### src/hw/rtl/assert_macros.svh
// ----------------------------------------------------------------------------
// assert_macros.svh
// Concurrent assertion helpers for the RTL.
// ----------------------------------------------------------------------------
`ifndef ASSERT_MACROS_SVH
`define ASSERT_MACROS_SVH

// same-cycle implication
`define ASSERT_IMPLY(label, clk, rst_n, ante, cons) \
	label: assert property (@(posedge clk) disable iff (!rst_n) (ante) |-> (cons)) \
		else $error("assertion failed: same-cycle implication");

// next-cycle implication
`define ASSERT_NEXT(label, clk, rst_n, ante, cons) \
	label: assert property (@(posedge clk) disable iff (!rst_n) (ante) |=> (cons)) \
		else $error("assertion failed: next-cycle implication");

`endif

### src/hw/rtl/ttdt_pkg.sv
// ----------------------------------------------------------------------------
// ttdt_pkg
// Types and codes shared by the task delay table controller and datapath.
// ----------------------------------------------------------------------------
`timescale 1ns / 1ps
`default_nettype none

package ttdt_pkg;

	typedef enum logic [1:0] {
		CMD_TICK = 2'd0,
		CMD_LOAD = 2'd1,
		CMD_TAKE = 2'd2,
		CMD_RSVD = 2'd3
	} cmd_e_t;

	typedef enum logic [1:0] {
		EV_NONE = 2'd0,
		EV_COOP = 2'd1,
		EV_FIRE = 2'd2,
		EV_DONE = 2'd3
	} ev_e_t;

	typedef enum logic [1:0] {
		ST_IDLE,
		ST_WALK,
		ST_FINISH,
		ST_EXEC
	} state_e_t;

	typedef struct packed {
		logic valid;
		logic coop;
		logic [15:0] delay;
		logic [15:0] period;
		logic [7:0] runs;
	} entry_t;

	// controller to datapath
	typedef struct packed {
		logic capture;
		logic walk_step;
		logic finish;
		logic exec;
	} ctl_cmd_t;

	// datapath to controller
	typedef struct packed {
		logic walk_done;
	} ctl_sts_t;

endpackage

`default_nettype wire

### src/hw/rtl/tick_task_delay_table_core.sv
// ----------------------------------------------------------------------------
// tick_task_delay_table_core
// Task delay table of a hybrid time-triggered scheduler, tick update engine.
// ----------------------------------------------------------------------------
// Usage:
//   A command beat is taken on a rising edge with start high and busy low.
//   command selects tick, load/clear slot or take one cooperative run.
//   Results leave on out_slot/event_res/run_count/last, marked by res_valid
//   for exactly one cycle each; the receiver cannot stall them.
//   A tick walks the slots one per cycle and holds each due result until the
//   next due slot or the end of the walk so that last can be marked; the walk
//   counter steps through the slot table, then the finish state closes the
//   beat before the next accept. The last result of a tick shows in the cycle
//   busy drops; earlier ones show during the walk.
//   Load and take pass through the exec state; the single result shows as busy drops.
//   A tick with nothing due gives one empty result with last set.
//   Reset (arst_n low) clears every slot, the sequencer and the result strobe.
// ----------------------------------------------------------------------------
`timescale 1ns / 1ps
`default_nettype none

`include "assert_macros.svh"

module tick_task_delay_table_core #(
	parameter int TASK_SLOTS = 8
) (
	input  logic        clk,
	input  logic        arst_n,
	input  logic        start,
	output logic        busy,
	input  logic [1:0]  command,
	input  logic [2:0]  slot,
	input  logic [15:0] start_delay,
	input  logic [15:0] repeat_period,
	input  logic        cooperative,
	input  logic        enable,
	output logic        res_valid,
	output logic [2:0]  out_slot,
	output logic [1:0]  event_res,
	output logic [7:0]  run_count,
	output logic        last
);

	ttdt_pkg::ctl_cmd_t ctl_cmd;
	ttdt_pkg::ctl_sts_t ctl_sts;

	ttdt_ctrl u_ctrl (
		.clk     (clk),
		.arst_n  (arst_n),
		.start   (start),
		.command (command),
		.sts     (ctl_sts),
		.cmd     (ctl_cmd),
		.busy    (busy)
	);

	ttdt_dp #(
		.TASK_SLOTS (TASK_SLOTS)
	) u_dp (
		.clk           (clk),
		.arst_n        (arst_n),
		.cmd           (ctl_cmd),
		.sts           (ctl_sts),
		.command       (command),
		.slot          (slot),
		.start_delay   (start_delay),
		.repeat_period (repeat_period),
		.cooperative   (cooperative),
		.enable        (enable),
		.res_valid     (res_valid),
		.out_slot      (out_slot),
		.event_res     (event_res),
		.run_count     (run_count),
		.last          (last)
	);

	`ASSERT_NEXT(a_accept_busy, clk, arst_n, start && !busy, busy)
	`ASSERT_NEXT(a_close_last, clk, arst_n, ctl_cmd.finish || ctl_cmd.exec, res_valid && last)
	`ASSERT_IMPLY(a_more_busy, clk, arst_n, res_valid && !last, busy)
	`ASSERT_IMPLY(a_walk_busy, clk, arst_n, ctl_cmd.walk_step, busy && !ctl_cmd.capture)

endmodule

`default_nettype wire

### src/hw/rtl/ttdt_ctrl.sv
// ----------------------------------------------------------------------------
// ttdt_ctrl
// Sequencer: accepts a command, walks the table for a tick, closes the beat.
// ----------------------------------------------------------------------------
`timescale 1ns / 1ps
`default_nettype none

module ttdt_ctrl (
	input  logic                clk,
	input  logic                arst_n,
	input  logic                start,
	input  logic [1:0]          command,
	input  ttdt_pkg::ctl_sts_t  sts,
	output ttdt_pkg::ctl_cmd_t  cmd,
	output logic                busy
);

	ttdt_pkg::state_e_t state_q, state_d;

	always_ff @(posedge clk or negedge arst_n) begin
		if (!arst_n) begin
			state_q <= ttdt_pkg::ST_IDLE;
		end else begin
			state_q <= state_d;
		end
	end

	always_comb begin
		state_d = state_q;
		cmd     = '0;
		busy    = 1'b1;
		case (state_q)
			ttdt_pkg::ST_IDLE: begin
				busy = 1'b0;
				if (start) begin
					cmd.capture = 1'b1;
					if (command == ttdt_pkg::CMD_TICK) begin
						state_d = ttdt_pkg::ST_WALK;
					end else begin
						state_d = ttdt_pkg::ST_EXEC;
					end
				end
			end
			ttdt_pkg::ST_WALK: begin
				cmd.walk_step = 1'b1;
				if (sts.walk_done) begin
					state_d = ttdt_pkg::ST_FINISH;
				end
			end
			ttdt_pkg::ST_FINISH: begin
				cmd.finish = 1'b1;
				state_d    = ttdt_pkg::ST_IDLE;
			end
			ttdt_pkg::ST_EXEC: begin
				cmd.exec = 1'b1;
				state_d  = ttdt_pkg::ST_IDLE;
			end
			default: begin
				state_d = ttdt_pkg::ST_IDLE;
			end
		endcase
	end

endmodule

`default_nettype wire

### src/hw/rtl/ttdt_dp.sv
// ----------------------------------------------------------------------------
// ttdt_dp
// Slot table, walk counter, pending-result holder and result registers.
// ----------------------------------------------------------------------------
`timescale 1ns / 1ps
`default_nettype none

module ttdt_dp #(
	parameter int TASK_SLOTS = 8
) (
	input  logic                clk,
	input  logic                arst_n,
	input  ttdt_pkg::ctl_cmd_t  cmd,
	output ttdt_pkg::ctl_sts_t  sts,
	input  logic [1:0]          command,
	input  logic [2:0]          slot,
	input  logic [15:0]         start_delay,
	input  logic [15:0]         repeat_period,
	input  logic                cooperative,
	input  logic                enable,
	output logic                res_valid,
	output logic [2:0]          out_slot,
	output logic [1:0]          event_res,
	output logic [7:0]          run_count,
	output logic                last
);

	localparam int SLOT_W = (TASK_SLOTS > 1) ? $clog2(TASK_SLOTS) : 1;

	ttdt_pkg::entry_t tbl_q [TASK_SLOTS];

	ttdt_pkg::cmd_e_t  cmd_q;
	logic [2:0]        slot_q;
	logic [15:0]       sd_q;
	logic [15:0]       rp_q;
	logic              co_q;
	logic              en_q;
	logic [SLOT_W-1:0] idx_q;

	logic              pend_valid_q;
	logic [2:0]        pend_slot_q;
	ttdt_pkg::ev_e_t   pend_ev_q;
	logic [7:0]        pend_runs_q;

	logic              res_valid_q;
	logic [2:0]        res_slot_q;
	logic [1:0]        res_ev_q;
	logic [7:0]        res_runs_q;
	logic              res_last_q;

	logic [SLOT_W-1:0] addr;
	logic              slot_ok;
	ttdt_pkg::entry_t  cur;
	ttdt_pkg::entry_t  wdata;
	logic              we;
	logic              due;
	ttdt_pkg::ev_e_t   due_ev;

	logic              emit;
	logic [2:0]        e_slot;
	ttdt_pkg::ev_e_t   e_ev;
	logic [7:0]        e_runs;
	logic              e_last;

	assign slot_ok = (32'(slot_q) < TASK_SLOTS);
	assign addr    = cmd.exec ? SLOT_W'(slot_q) : idx_q;
	assign cur     = tbl_q[addr];
	assign sts.walk_done = (idx_q == SLOT_W'(TASK_SLOTS - 1));

	always_comb begin
		we     = 1'b0;
		wdata  = cur;
		due    = 1'b0;
		due_ev = ttdt_pkg::EV_NONE;
		emit   = 1'b0;
		e_slot = 3'(idx_q);
		e_ev   = ttdt_pkg::EV_NONE;
		e_runs = 8'd0;
		e_last = 1'b0;

		if (cmd.walk_step && cur.valid) begin
			we = 1'b1;
			if (cur.delay == 16'd0) begin
				due = 1'b1;
				if (cur.coop) begin
					wdata.runs = cur.runs + 8'd1;
					due_ev     = ttdt_pkg::EV_COOP;
				end else begin
					wdata.runs = cur.runs - 8'd1;
					due_ev     = ttdt_pkg::EV_FIRE;
					if (cur.period == 16'd0) begin
						wdata.valid = 1'b0;
					end
				end
				if (cur.period != 16'd0) begin
					wdata.delay = cur.period;
				end
			end else begin
				wdata.delay = cur.delay - 16'd1;
			end
		end

		// flush the held result once a later one shows it was not the final beat
		if (cmd.walk_step && due && pend_valid_q) begin
			emit   = 1'b1;
			e_slot = pend_slot_q;
			e_ev   = pend_ev_q;
			e_runs = pend_runs_q;
		end

		if (cmd.finish) begin
			emit   = 1'b1;
			e_last = 1'b1;
			if (pend_valid_q) begin
				e_slot = pend_slot_q;
				e_ev   = pend_ev_q;
				e_runs = pend_runs_q;
			end else begin
				e_slot = 3'd0;
			end
		end

		if (cmd.exec) begin
			emit   = 1'b1;
			e_last = 1'b1;
			e_slot = slot_q;
			if (slot_ok) begin
				case (cmd_q)
					ttdt_pkg::CMD_LOAD: begin
						we           = 1'b1;
						wdata.valid  = en_q;
						wdata.coop   = en_q & co_q;
						wdata.delay  = en_q ? sd_q : 16'd0;
						wdata.period = en_q ? rp_q : 16'd0;
						wdata.runs   = 8'd0;
						e_ev         = ttdt_pkg::EV_DONE;
					end
					ttdt_pkg::CMD_TAKE: begin
						if (cur.valid && cur.coop && cur.runs != 8'd0) begin
							we         = 1'b1;
							wdata.runs = cur.runs - 8'd1;
							if (cur.period == 16'd0) begin
								wdata.valid = 1'b0;
							end
							e_ev   = ttdt_pkg::EV_DONE;
							e_runs = cur.runs - 8'd1;
						end else begin
							e_runs = cur.runs;
						end
					end
					default: begin
						e_ev = ttdt_pkg::EV_NONE;
					end
				endcase
			end
		end
	end

	always_ff @(posedge clk or negedge arst_n) begin
		if (!arst_n) begin
			for (int i = 0; i < TASK_SLOTS; i++) begin
				tbl_q[i] <= '0;
			end
		end else if (we) begin
			tbl_q[addr] <= wdata;
		end
	end

	always_ff @(posedge clk) begin
		if (cmd.capture) begin
			cmd_q  <= ttdt_pkg::cmd_e_t'(command);
			slot_q <= slot;
			sd_q   <= start_delay;
			rp_q   <= repeat_period;
			co_q   <= cooperative;
			en_q   <= enable;
		end
		if (cmd.walk_step && due) begin
			pend_slot_q <= 3'(idx_q);
			pend_ev_q   <= due_ev;
			pend_runs_q <= wdata.runs;
		end
		if (emit) begin
			res_slot_q <= e_slot;
			res_ev_q   <= e_ev;
			res_runs_q <= e_runs;
			res_last_q <= e_last;
		end
	end

	always_ff @(posedge clk or negedge arst_n) begin
		if (!arst_n) begin
			idx_q        <= '0;
			pend_valid_q <= 1'b0;
			res_valid_q  <= 1'b0;
		end else begin
			res_valid_q <= emit;
			if (cmd.capture) begin
				idx_q        <= '0;
				pend_valid_q <= 1'b0;
			end else if (cmd.walk_step) begin
				idx_q <= idx_q + SLOT_W'(1);
				if (due) begin
					pend_valid_q <= 1'b1;
				end
			end
		end
	end

	assign res_valid = res_valid_q;
	assign out_slot  = res_slot_q;
	assign event_res = res_ev_q;
	assign run_count = res_runs_q;
	assign last      = res_last_q;

endmodule

`default_nettype wire

### config.mk
export PLATFORM = sky130hd
export DESIGN_NAME = tick_task_delay_table_core
export DESIGN_NICKNAME = d
export VERILOG_FILES = /design/src/hw/rtl/ttdt_pkg.sv /design/src/hw/rtl/tick_task_delay_table_core.sv /design/src/hw/rtl/ttdt_ctrl.sv /design/src/hw/rtl/ttdt_dp.sv
export VERILOG_INCLUDE_DIRS = /design/src /design/src/hw/rtl
export SDC_FILE = /design/constraint.sdc
export NUM_CORES = 1
export LEC_CHECK = 0
export ABC_AREA = 0
export BUFFER_PORTS_ARGS = -buffer_cell sky130_fd_sc_hd__clkbuf_2
export CORE_AREA = 2 2 186 188
export CTS_CLUSTER_DIAMETER = 30
export DETAILED_ROUTE_END_ITERATION = 8
export DIE_AREA = 0 0 188 190
export PLACE_DENSITY_LB_ADDON = 0.25
export REMOVE_ABC_BUFFERS = 1
export SLEW_MARGIN = 40
export SYNTH_ARGS = -nofsm -noshare
export SYNTH_HDL_FRONTEND = slang
export SYNTH_SLANG_ARGS = --single-unit
### constraint.sdc
create_clock -name clk -period 6.3 [get_ports clk]
set_input_delay 0.63 -clock clk [delete_from_list [all_inputs] [get_ports clk]]
set_output_delay 0.63 -clock clk [all_outputs]
set_load 0.01 [all_outputs]
==> flow_summary.ini, run 1 <==
[final_layout]
nets = 2018
final_util_pct = 70.9
drive_gt1_share_pct = 25.2
syn_to_final_growth_pct = 20.7
fin_area_sq_um = 24100
fill_cells = 2348
diodes = 0

[grt]
grt_pass1_vias = 16772
grt_overflow = 0
grt_usage_pct = 36.3
grt_max_degree = 107
antenna_found_initial = 0
grt_first_pass_wirelength_microns = 98200

[critical_path]
crit_required_ns = 6.84
critical_path.top_delay_family = compound AO/OA/AOI/OAI gates
crit_path_end_kind = flop
crit_chain = a21bo_1 > nand2_4 > buf_12 > a221o_1 > a222oi_1 > clkbuf_2 > nand3_1 > nor4b_2 > nand2_1 > a31o_2 > o21ai_1 > mux2_2
reg2reg_depth = 12
crit_arrival_ns = 6.17
worstPathMaxFanout = 24
endpoint = u_dp.tbl_q[114]$_DFFE_PN0P_
crit_path_start = u_ctrl.state_q[0]$_DFFE_PN0P_
rr_endpoint = u_dp.tbl_q[114]$_DFFE_PN0P_
startpoint_type = flop
worst-path-buf-inv = 2
r2r_start = u_ctrl.state_q[0]$_DFFE_PN0P_
cpPeakStageDelay_ns = 0.85
r2r_slack_ns = 0.67
slowest_stage = dfrtp_1
critPathKind = flop to flop
cp.depth = 12

[drt]
wirelength_microns = 63700
first_pass_iters = 6
drc = 0
ant_nets = 0
post_drt_wl_per_cell_microns = 25.6
drt_iter0_markers = 1744
vias = 16558
vias_per_cell = 6.65

[power_and_ir_drop]
switchingPower_mw = 7.08
combPwrFrac_pct = 46.1
p_leak_nw = 10.3
swShare_pct = 43.1
ir_drop_v = 0.000334
power_mw = 16.4
powerDensity_nw_per_um2 = 681
sequentialPowerShare_pct = 26.2
clockPowerShare_pct = 27.7
intPower_mw = 9.33

[die]
dieHeight_microns = 190
ioPinCount = 58
dieArea_sq_um = 35700
core-area_sq_um = 33900
initial_core_util_pct = 58.7
rows = 68
die_x_microns = 188

[synth]
synth.largest_area_cell = dfrtp_1
yosysWarningCount = 0
synth-seq-cells = 409
synth_cells = 1874
synth_cell_types = 92
yosys-top-cells-area = dfrtp_1 43%, edfxtp_1 9.9%, mux2_2 8.2%
ys.flop_type = dfrtp_1
synth_top_area_share_pct = 43.0
yosys.cell_count.top_type = dfrtp_1
synth_area_sq_um = 19900
synth_async_sr_flop_share_pct = 83.9
syn_avg_cell_area_sq_um = 10.6
ys_seq_area_share_pct = 53.0
yosys-top-cells-count = 343 x dfrtp_1, 229 x nand2_1, 206 x o21ai_0
synth_edf_count = 66

[place]
gp_congestion = 0.963
place_area_sq_um = 21100
io_buffer_count = 57
post-dp-hpwl_microns = 41000

[timing]
final-hold-violation-count = 0
rsz0062_at_grt = false
fmax_mhz = 178
skew_ns = 0.0290
whs_ns = 0.0368
period_share_pct = 89.3
fin_crit_ns = 5.63
drv_slew = 0
setup-violations-final = 0
slew_headroom_pct = 40.2
final.setup.tns_ns = 0
worstMarginPinSlew_ns = 0.897

[clock_network]
tritoncts = built
cts_sinks = 409
htree_levels = 3
cts_resized = 0
clk_pin_slew_ns = 0.05
cts.hold.buffers_added = 0
cts.path.max_buffers = 3
numCtsBuffers = 81
cts_root_buf = clkbuf_16
cts_setup_buffers = 0
clock_latency_ns = 0.62

[run]
max-cap-violations = 0

[min_path]
hold_class = primary input to async pin

[outcome]
outcome = finished clean
cell families after synthesis:
| kind of cell | count (synthesis) | synth area share [%] |
|---|---|---|
| xor+xnor | 10 | 0.439 |
| compound gates | 579 | 19.2 |
| simple gates | 520 | 12.5 |
| buf+inv | 152 | 3.40 |
| mux | 196 | 11.0 |
| fa+ha+maj | 8 | 0.502 |
| flops | 409 | 53.0 |
state kept, by name (all words and copies together), names as in the netlist, 2 cells and up:
| name | cells |
|---|---|
| u_dp.slot_q | 3 |
| u_dp.out_slot | 3 |
| u_dp.rp_q | 16 |
| u_dp.sd_q | 16 |
| u_ctrl.state_q | 2 |
| u_dp.run_count | 8 |
| u_dp.cmd_q | 2 |
| u_dp.event_res | 2 |
| u_dp.pend_slot_q | 3 |
| u_dp.pend_ev_q | 2 |
| u_dp.tbl_q | 336 |
| u_dp.pend_runs_q | 8 |
| u_dp.idx_q | 3 |
worst min path at each step:
stage                                          start                       endpoint  slack, ns  cells past startpoint
after global placement    u_dp.tbl_q[60]$_DFFE_PN0P_     u_dp.tbl_q[60]$_DFFE_PN0P_       0.46                      2
after global routing                          arst_n    u_dp.tbl_q[124]$_DFFE_PN0P_       0.09                      1
after detailed placement  u_dp.tbl_q[15]$_DFFE_PN0P_     u_dp.tbl_q[15]$_DFFE_PN0P_       0.47                      2
after CTS                                     arst_n    u_dp.tbl_q[143]$_DFFE_PN0P_       0.07                      1
after floorplan                               arst_n  u_ctrl.state_q[0]$_DFFE_PN0P_       0.33                      0
final                                         arst_n    u_dp.tbl_q[208]$_DFFE_PN0P_       0.04                      1
routing by layer:
layer | track usage, % | vias to the layer above | part of all wire (%)
met5 | 0 | - | 0
met4 | 21.1 | 0 | 6.5
met3 | 8.23 | 253 | 9.2
met2 | 57.7 | 931 | 46
met1 | 45.9 | 8203 | 38
li1 | - | 7171 | -
placed cells by master, fill, tap and decap left out, types with 7 or more instances in the layout:
| cell type | netlist | final |
|---|---|---|
| o22a_1 | 16 | 16 |
| and3_1 | 21 | 21 |
| nand2_1 | 229 | 228 |
| bufinv_16 | 0 | 11 |
| nand4_1 | 18 | 18 |
| a221oi_1 | 13 | 13 |
| inv_1 | 13 | 13 |
| nand2b_1 | 10 | 10 |
| o21ai_0 | 206 | 203 |
| clkbuf_1 | 77 | 7 |
| mux2_4 | 9 | 9 |
| a21oi_1 | 94 | 90 |
| clkinv_4 | 0 | 8 |
| a21o_1 | 8 | 7 |
| a221o_1 | 9 | 9 |
| a211oi_1 | 19 | 19 |
| o21ai_1 | 14 | 16 |
| buf_4 | 6 | 82 |
| clkbuf_2 | 0 | 57 |
| nor4_1 | 13 | 11 |
| buf_12 | 0 | 7 |
| nor3_1 | 25 | 22 |
| o21a_1 | 8 | 8 |
| nand3_1 | 39 | 39 |
| mux2i_1 | 41 | 41 |
| xnor2_1 | 8 | 8 |
| edfxtp_1 | 66 | 66 |
| mux2_2 | 145 | 145 |
| inv_6 | 0 | 10 |
| clkinvlp_4 | 0 | 9 |
| a22oi_1 | 48 | 48 |
| a31oi_1 | 25 | 24 |
| nor2_1 | 98 | 93 |
| or3_1 | 15 | 15 |
| o22ai_1 | 17 | 16 |
| clkbuf_16 | 0 | 85 |
| dfrtp_1 | 343 | 342 |
| a22o_1 | 20 | 20 |
| ha_1 | 8 | 8 |
power groups by stage:
stage                     Combinational [mW]  Clock (mW)  Sequential, mW
after global placement                  7.10           0            4.25
after CTS                               7.34        4.56            4.28
after detailed placement                7.26           0            4.29
after floorplan                         4.55           0            4.13
after global routing                    8.03        4.70            4.39
final                                   7.55        4.54            4.30
worst register-to-register path: stages, from the launching register on:
cell and delay [ns]:
dfrtp_1 0.85, a21bo_1 0.64, nand2_4 0.37, buf_12 0.29
a221o_1 0.29, a222oi_1 0.46, clkbuf_2 0.27, nand3_1 0.10
nor4b_2 0.59, nand2_1 0.51, a31o_2 0.39, o21ai_1 0.51
mux2_2 0.28
metrics by stage:
stage | std cells | worst slack, ns
floorplan | 1736 | -0.913
global placement | 2338 | 0.702
detailed placement | 2339 | 0.522
CTS | 2489 | 0.497
global route | 2490 | 0.412
finish | 2490 | 0.675
area by class of cell:
class / count / area [sq um] / share of cell area (%)
clock buffer: 97 / 2220 / 9.23
clock inverter: 53 / 732 / 3.04
inverter: 14 / 52.6 / 0.218
multi-input combinational: 1313 / 8830 / 36.7
sequential: 409 / 10600 / 43.9
tap: 455 / 569 / 2.36
timing repair buffer: 149 / 1100 / 4.56
(Power assumes the default switching activity.)
==> run 2, diff against run 1 <==
ABC_AREA = 1   (was 0)
CORE_AREA = 4 4 195 197   (was 2 2 186 188)
DIE_AREA = 0 0 199 201   (was 0 0 188 190)
==> flow_summary.ini, run 2 <==
[clock_network]
clk_pin_slew_ns = 0.05
cts_root_buf = clkbuf_16
htree_levels = 3
clock_latency_ns = 0.62
cts_setup_buffers = 0
numCtsBuffers = 88
cts.path.max_buffers = 3
tritoncts = built
cts_sinks = 409

[final_layout]
largest_reg_flops = 336
final_common_cell = nand2_1
drive_gt1_share_pct = 10.5
nets = 3076
reg.largest.list = u_dp.tbl_q (336), u_dp.rp_q (16), u_dp.sd_q (16)
final_cell_mix = 1,817 x nand2_1, 343 x dfrtp_1, 181 x nand3_1
diodes = 0
syn_to_final_growth_pct = 16.1
registers.top_by_ff_count = u_dp.tbl_q

[timing]
skew_ns = 0.0320
final-hold-violation-count = 0
fmax_mhz = 212
final.setup.tns_ns = 0
drv_slew = 0
rsz0062_at_grt = false
setup-violations-final = 0
slew_headroom_pct = 42.0
whs_ns = 0.188
fin_crit_ns = 4.73
period_share_pct = 75.0
worstMarginPinSlew_ns = 0.870

[min_path]
hold_class = primary input to flop

[drt]
ant_nets = 0
wirelength_microns = 66500
met1_length_microns = 26200
wl_met2_microns = 30400
vias = 20196
drt_iter0_markers = 2257
post_drt_wl_per_cell_microns = 18.6
vias_per_cell = 5.66
drc = 0
wl_met3_microns = 6540
routed.top_layer = met4
first_pass_iters = 6

[grt]
grt_max_degree = 142
grt_overflow = 0
grt_first_pass_wirelength_microns = 106000
antenna_found_initial = 0
grt_usage_pct = 33.3
grt_pass1_vias = 19564

[die]
core-area_sq_um = 36300
die_x_microns = 199
rows = 70
dieHeight_microns = 201
dieArea_sq_um = 40000
ioPinCount = 58
initial_core_util_pct = 59.1

[place]
io_buffer_count = 57
post-dp-hpwl_microns = 36600
gp_congestion = 0.925

[power_and_ir_drop]
ir_drop_v = 0.000360
p_leak_nw = 13.7
powerDensity_nw_per_um2 = 611

[synth]
yosysWarningCount = 0
synth_async_sr_flop_share_pct = 83.9
yosys-top-cells-area = dfrtp_1 40%, nand2_1 32%, edfxtp_1 9.2%
syn_avg_cell_area_sq_um = 7.16
synth_cells = 2994
synth_edf_count = 66
ys.flop_type = dfrtp_1
synth_area_sq_um = 21400
synth_cell_types = 37
synth.largest_area_cell = dfrtp_1
synth-seq-cells = 409
yosys-top-cells-count = 1,818 x nand2_1, 343 x dfrtp_1, 181 x nand3_1
synth_top_area_share_pct = 40.0
yosys.cell_count.top_type = nand2_1
ys_seq_area_share_pct = 49.3

[critical_path]
crit_path_end_kind = flop
r2r_slack_ns = 1.57
startpoint_type = flop
crit_required_ns = 6.83
worstPathMaxFanout = 40
critPathKind = flop to flop
crit_arrival_ns = 5.26

[outcome]
outcome = finished clean

[run]
max-cap-violations = 0
## run 2: cell type report
cell class                 count  area [sq um]
inverter                     134           515
clock inverter                45           568
clock buffer                 119          2550
multi-input combinational   2302          9530
sequential                   409         10600
fill                        2953         11400
tap                          468           586
timing repair buffer          91           576
## run 2: logic make-up after synthesis
family | share of synthesized area, %
and+or+nand+nor | 40.3
xor gates and xnor gates | 0.245
AOI/OAI and AO/OA | 3.21
DFF | 49.3
adders and majority gates | 0.467
buffers and inverters | 6.44
## run 2: per-stage QoR
stage	setup slack [ns]	total power, mW	util [%]	instance area, sq um	instances
detailed placement	1.71	10.3	60.0	21800	3403
finish	1.57	15.2	68.6	24900	3568
global route	1.30	16.1	68.6	24900	3568
floorplan	0.752	8.12	-	20600	2845
global placement	1.61	10.2	59.9	21700	3403
CTS	1.67	15.1	68.6	24900	3568
## run 2: worst paths after layout
path,cells past startpoint,to,start
max,21,u_dp.tbl_q[236]$_DFFE_PN0P_,u_ctrl.state_q[1]$_DFFE_PN0P_
min,1,u_dp.slot_q[1]$_DFFE_PP_,slot[1]
max reg2reg,21,u_dp.tbl_q[236]$_DFFE_PN0P_,u_ctrl.state_q[1]$_DFFE_PN0P_
min reg2reg,2,u_dp.tbl_q[15]$_DFFE_PN0P_,u_dp.tbl_q[15]$_DFFE_PN0P_
max in group asynchronous,3,u_dp.tbl_q[33]$_DFFE_PN0P_,arst_n
min in group asynchronous,2,u_dp.tbl_q[50]$_DFFE_PN0P_,arst_n
## run 2: timing repair
item | CTS | global route
hold buffers | 1 | 0
hold endpoints to repair | 48 | 0
resized for setup | 0 | 0
## run 2: where the power goes
| group | internal [mW] | switching (mW) | total (mW) |
|---|---|---|---|
| clock | 3.21 | 1.52 | 4.72 |
| combinational | 1.67 | 4.96 | 6.63 |
| sequential | 3.47 | 0.373 | 3.84 |
| total | 8.34 | 6.85 | 15.2 |
## run 2: critical path, cell delays in order (launching register included)
cell and delay [ns]:
dfrtp_1 0.60, nand3_1 0.21, nand2_2 0.14, buf_4 0.59
nor2_1 0.29, nand3_1 0.14, nand2_1 0.08, inv_1 0.06
nand2_1 0.13, ha_1 0.24, nand2_1 0.06, nor2_1 0.04
nand2_1 0.08, nand3_2 0.27, inv_2 0.21, nand2_2 0.09
nand3_4 0.20, nand2_4 0.07, inv_2 0.63, buf_4 0.34
nand2_1 0.07, nand2_1 0.06
## run 2: metal layers
layer,up-vias,GRT usage (%)
met1,9436,45.0
met5,-,0
li1,9313,-
met4,0,16.2
met2,1191,52.2
met3,256,5.94
==> run 3, diff against run 2 <==
ABC_AREA = 0   (was 1)
CORE_AREA = 4 4 193 195   (was 4 4 195 197)
DIE_AREA = 0 0 197 199   (was 0 0 199 201)
clock period = 4.3 ns   (was 6.3 ns; I/O delays follow)
==> flow_summary.ini, run 3 (synthesized netlist as in run 1, its figures left out) <==
[outcome]
outcome = finished clean

[die]
ioPinCount = 58
dieArea_sq_um = 39200
dieHeight_microns = 199
rows = 69
die_x_microns = 197
initial_core_util_pct = 56.3
core-area_sq_um = 35400

[final_layout]
final_cell_mix = 341 x dfrtp_1, 239 x buf_4, 225 x nand2_1
largest_reg_flops = 336
reg.largest.list = u_dp.tbl_q (336), u_dp.rp_q (16), u_dp.sd_q (16)
registers.top_by_ff_count = u_dp.tbl_q
final_common_cell = dfrtp_1
diodes = 0
nets = 2265
drive_gt1_share_pct = 33.4
syn_to_final_growth_pct = 34.6
final_util_pct = 75.8

[critical_path]
crit_path_frequent_cell = buf_4
slowest_stage = dfrtp_2
cpPeakStageDelay_ns = 0.47
crit_required_ns = 4.79
crit_path_end_kind = flop
critPathKind = flop to flop
startpoint_type = flop
crit_arrival_ns = 4.74
worstPathMaxFanout = 9
crit_chain = buf_4 > and3_1 > buf_4 > nor2_4 > buf_12 > mux2_2 > a222oi_1 > buf_4 > nand4_1 > nor4_2 > buf_4 > buf_4 > nand2_2 > buf_4 > a211oi_2 > a311oi_2 > buf_4 > mux2_2
worst-path-buf-inv = 8
critical_path.top_delay_family = buffers and inverters

[clock_network]
tritoncts = built
cts.path.max_buffers = 3
cts_sinks = 409
htree_levels = 3
cts_root_buf = clkbuf_16
clock_latency_ns = 0.62
numCtsBuffers = 85
clk_pin_slew_ns = 0.05

[timing]
drv_slew = 0
whs_ns = 0.0424
setup-violations-final = 0
period_share_pct = 98.9
rsz0062_at_grt = true
slew_headroom_pct = 41.1
fmax_mhz = 235
final.setup.tns_ns = 0
skew_ns = 0.0285
worstMarginPinSlew_ns = 0.881
fin_crit_ns = 4.25
final-hold-violation-count = 0
fin_ws_ns = 0.0474

[drt]
drt_iter0_markers = 1806
first_pass_iters = 6
post_drt_wl_per_cell_microns = 26.3
drc = 0
wirelength_microns = 72200
vias_per_cell = 6.57
ant_nets = 0
vias = 18054

[grt]
grt_pass1_vias = 18083
antenna_found_initial = 0
grt_max_degree = 77
grt_usage_pct = 35.4
grt_first_pass_wirelength_microns = 106000
grt_overflow = 0

[place]
place_ws_ns = -0.203
gp_congestion = 0.975
post-dp-hpwl_microns = 46100
io_buffer_count = 57

[power_and_ir_drop]
ir_drop_v = 0.000612
powerDensity_nw_per_um2 = 1020
p_leak_nw = 11.7

[min_path]
hold_class = primary input to flop

[run]
max-cap-violations = 0
## run 3: cell count changes in the layout (fill, tap and decap cells not counted), moves of 36 or more
| cell | delta |
|---|---|
| nand2_1 | -1592 |
| buf_12 | +36 |
| buf_4 | +209 |
| a21oi_1 | +73 |
| o21ai_1 | -41 |
| mux2_2 | +145 |
| dlygate4sd3_1 | +38 |
| o21ai_0 | +158 |
| nand3_1 | -146 |
| inv_1 | -105 |
| a22oi_1 | +47 |
| mux2i_1 | +39 |
## run 3: worst paths after layout
| path | depth (start not counted) | endpoint | slack [ns] | from |
|---|---|---|---|---|
| setup reg to reg | 18 | u_dp.tbl_q[325]$_DFFE_PN0P_ | 0.05 | u_ctrl.state_q[0]$_DFFE_PN0P_ |
| hold / removal | 1 | u_dp.slot_q[2]$_DFFE_PP_ | 0.04 | slot[2] |
| min in group asynchronous | 2 | u_dp.tbl_q[9]$_DFFE_PN0P_ | 0.33 | arst_n |
| max in group asynchronous | 4 | u_dp.tbl_q[88]$_DFFE_PN0P_ | 2.64 | arst_n |
| setup / recovery | 18 | u_dp.tbl_q[325]$_DFFE_PN0P_ | 0.05 | u_ctrl.state_q[0]$_DFFE_PN0P_ |
| hold reg to reg | 2 | u_dp.tbl_q[139]$_DFFE_PN0P_ | 0.48 | u_dp.tbl_q[139]$_DFFE_PN0P_ |
## run 3: final cells by class
cell class,instances,area [sq um]
clock buffers,103,2300
fillers,2264,8570
repair buffers,390,3490
flip-flops and latches,409,10600
multi-input cells,1315,9150
clock inverters,56,681
well taps,461,577
inverters,14,55.1
## run 3: repair_timing
item | in CTS | in global routing
gates cloned | 0 | 6
pin swaps | 4 | 19
resized for setup | 16 | 77
endpoints found under the setup margin | 304 | 312
hold endpoints to repair | 91 | 0
setup buffers | 2 | 27
hold buffers | 39 | 0
## run 3: metal layers
layer	global-route usage, %	up-vias	wire length, microns
li1	-	7685	-
met1	46.0	8953	27400
met2	55.3	1144	33100
met3	8.23	272	6930
met4	19.8	0	4710
met5	0	-	0
## run 3: power breakdown
part	switching, mW	total [mW]	internal [mW]
registers	0.827	6.25	5.42
logic	8.50	14.5	6.00
clock network	2.31	6.67	4.36
total	11.6	27.4	15.8
## run 3: metrics by stage
stage | power, mW | cells | instance area [sq um]
after floorplan | 12.7 | 1736 | 19300
after detailed placement | 19.0 | 2515 | 22700
final | 27.4 | 2748 | 26800
after global routing | 28.5 | 2748 | 26800
after global placement | 18.7 | 2514 | 22600
after CTS | 26.0 | 2715 | 26100
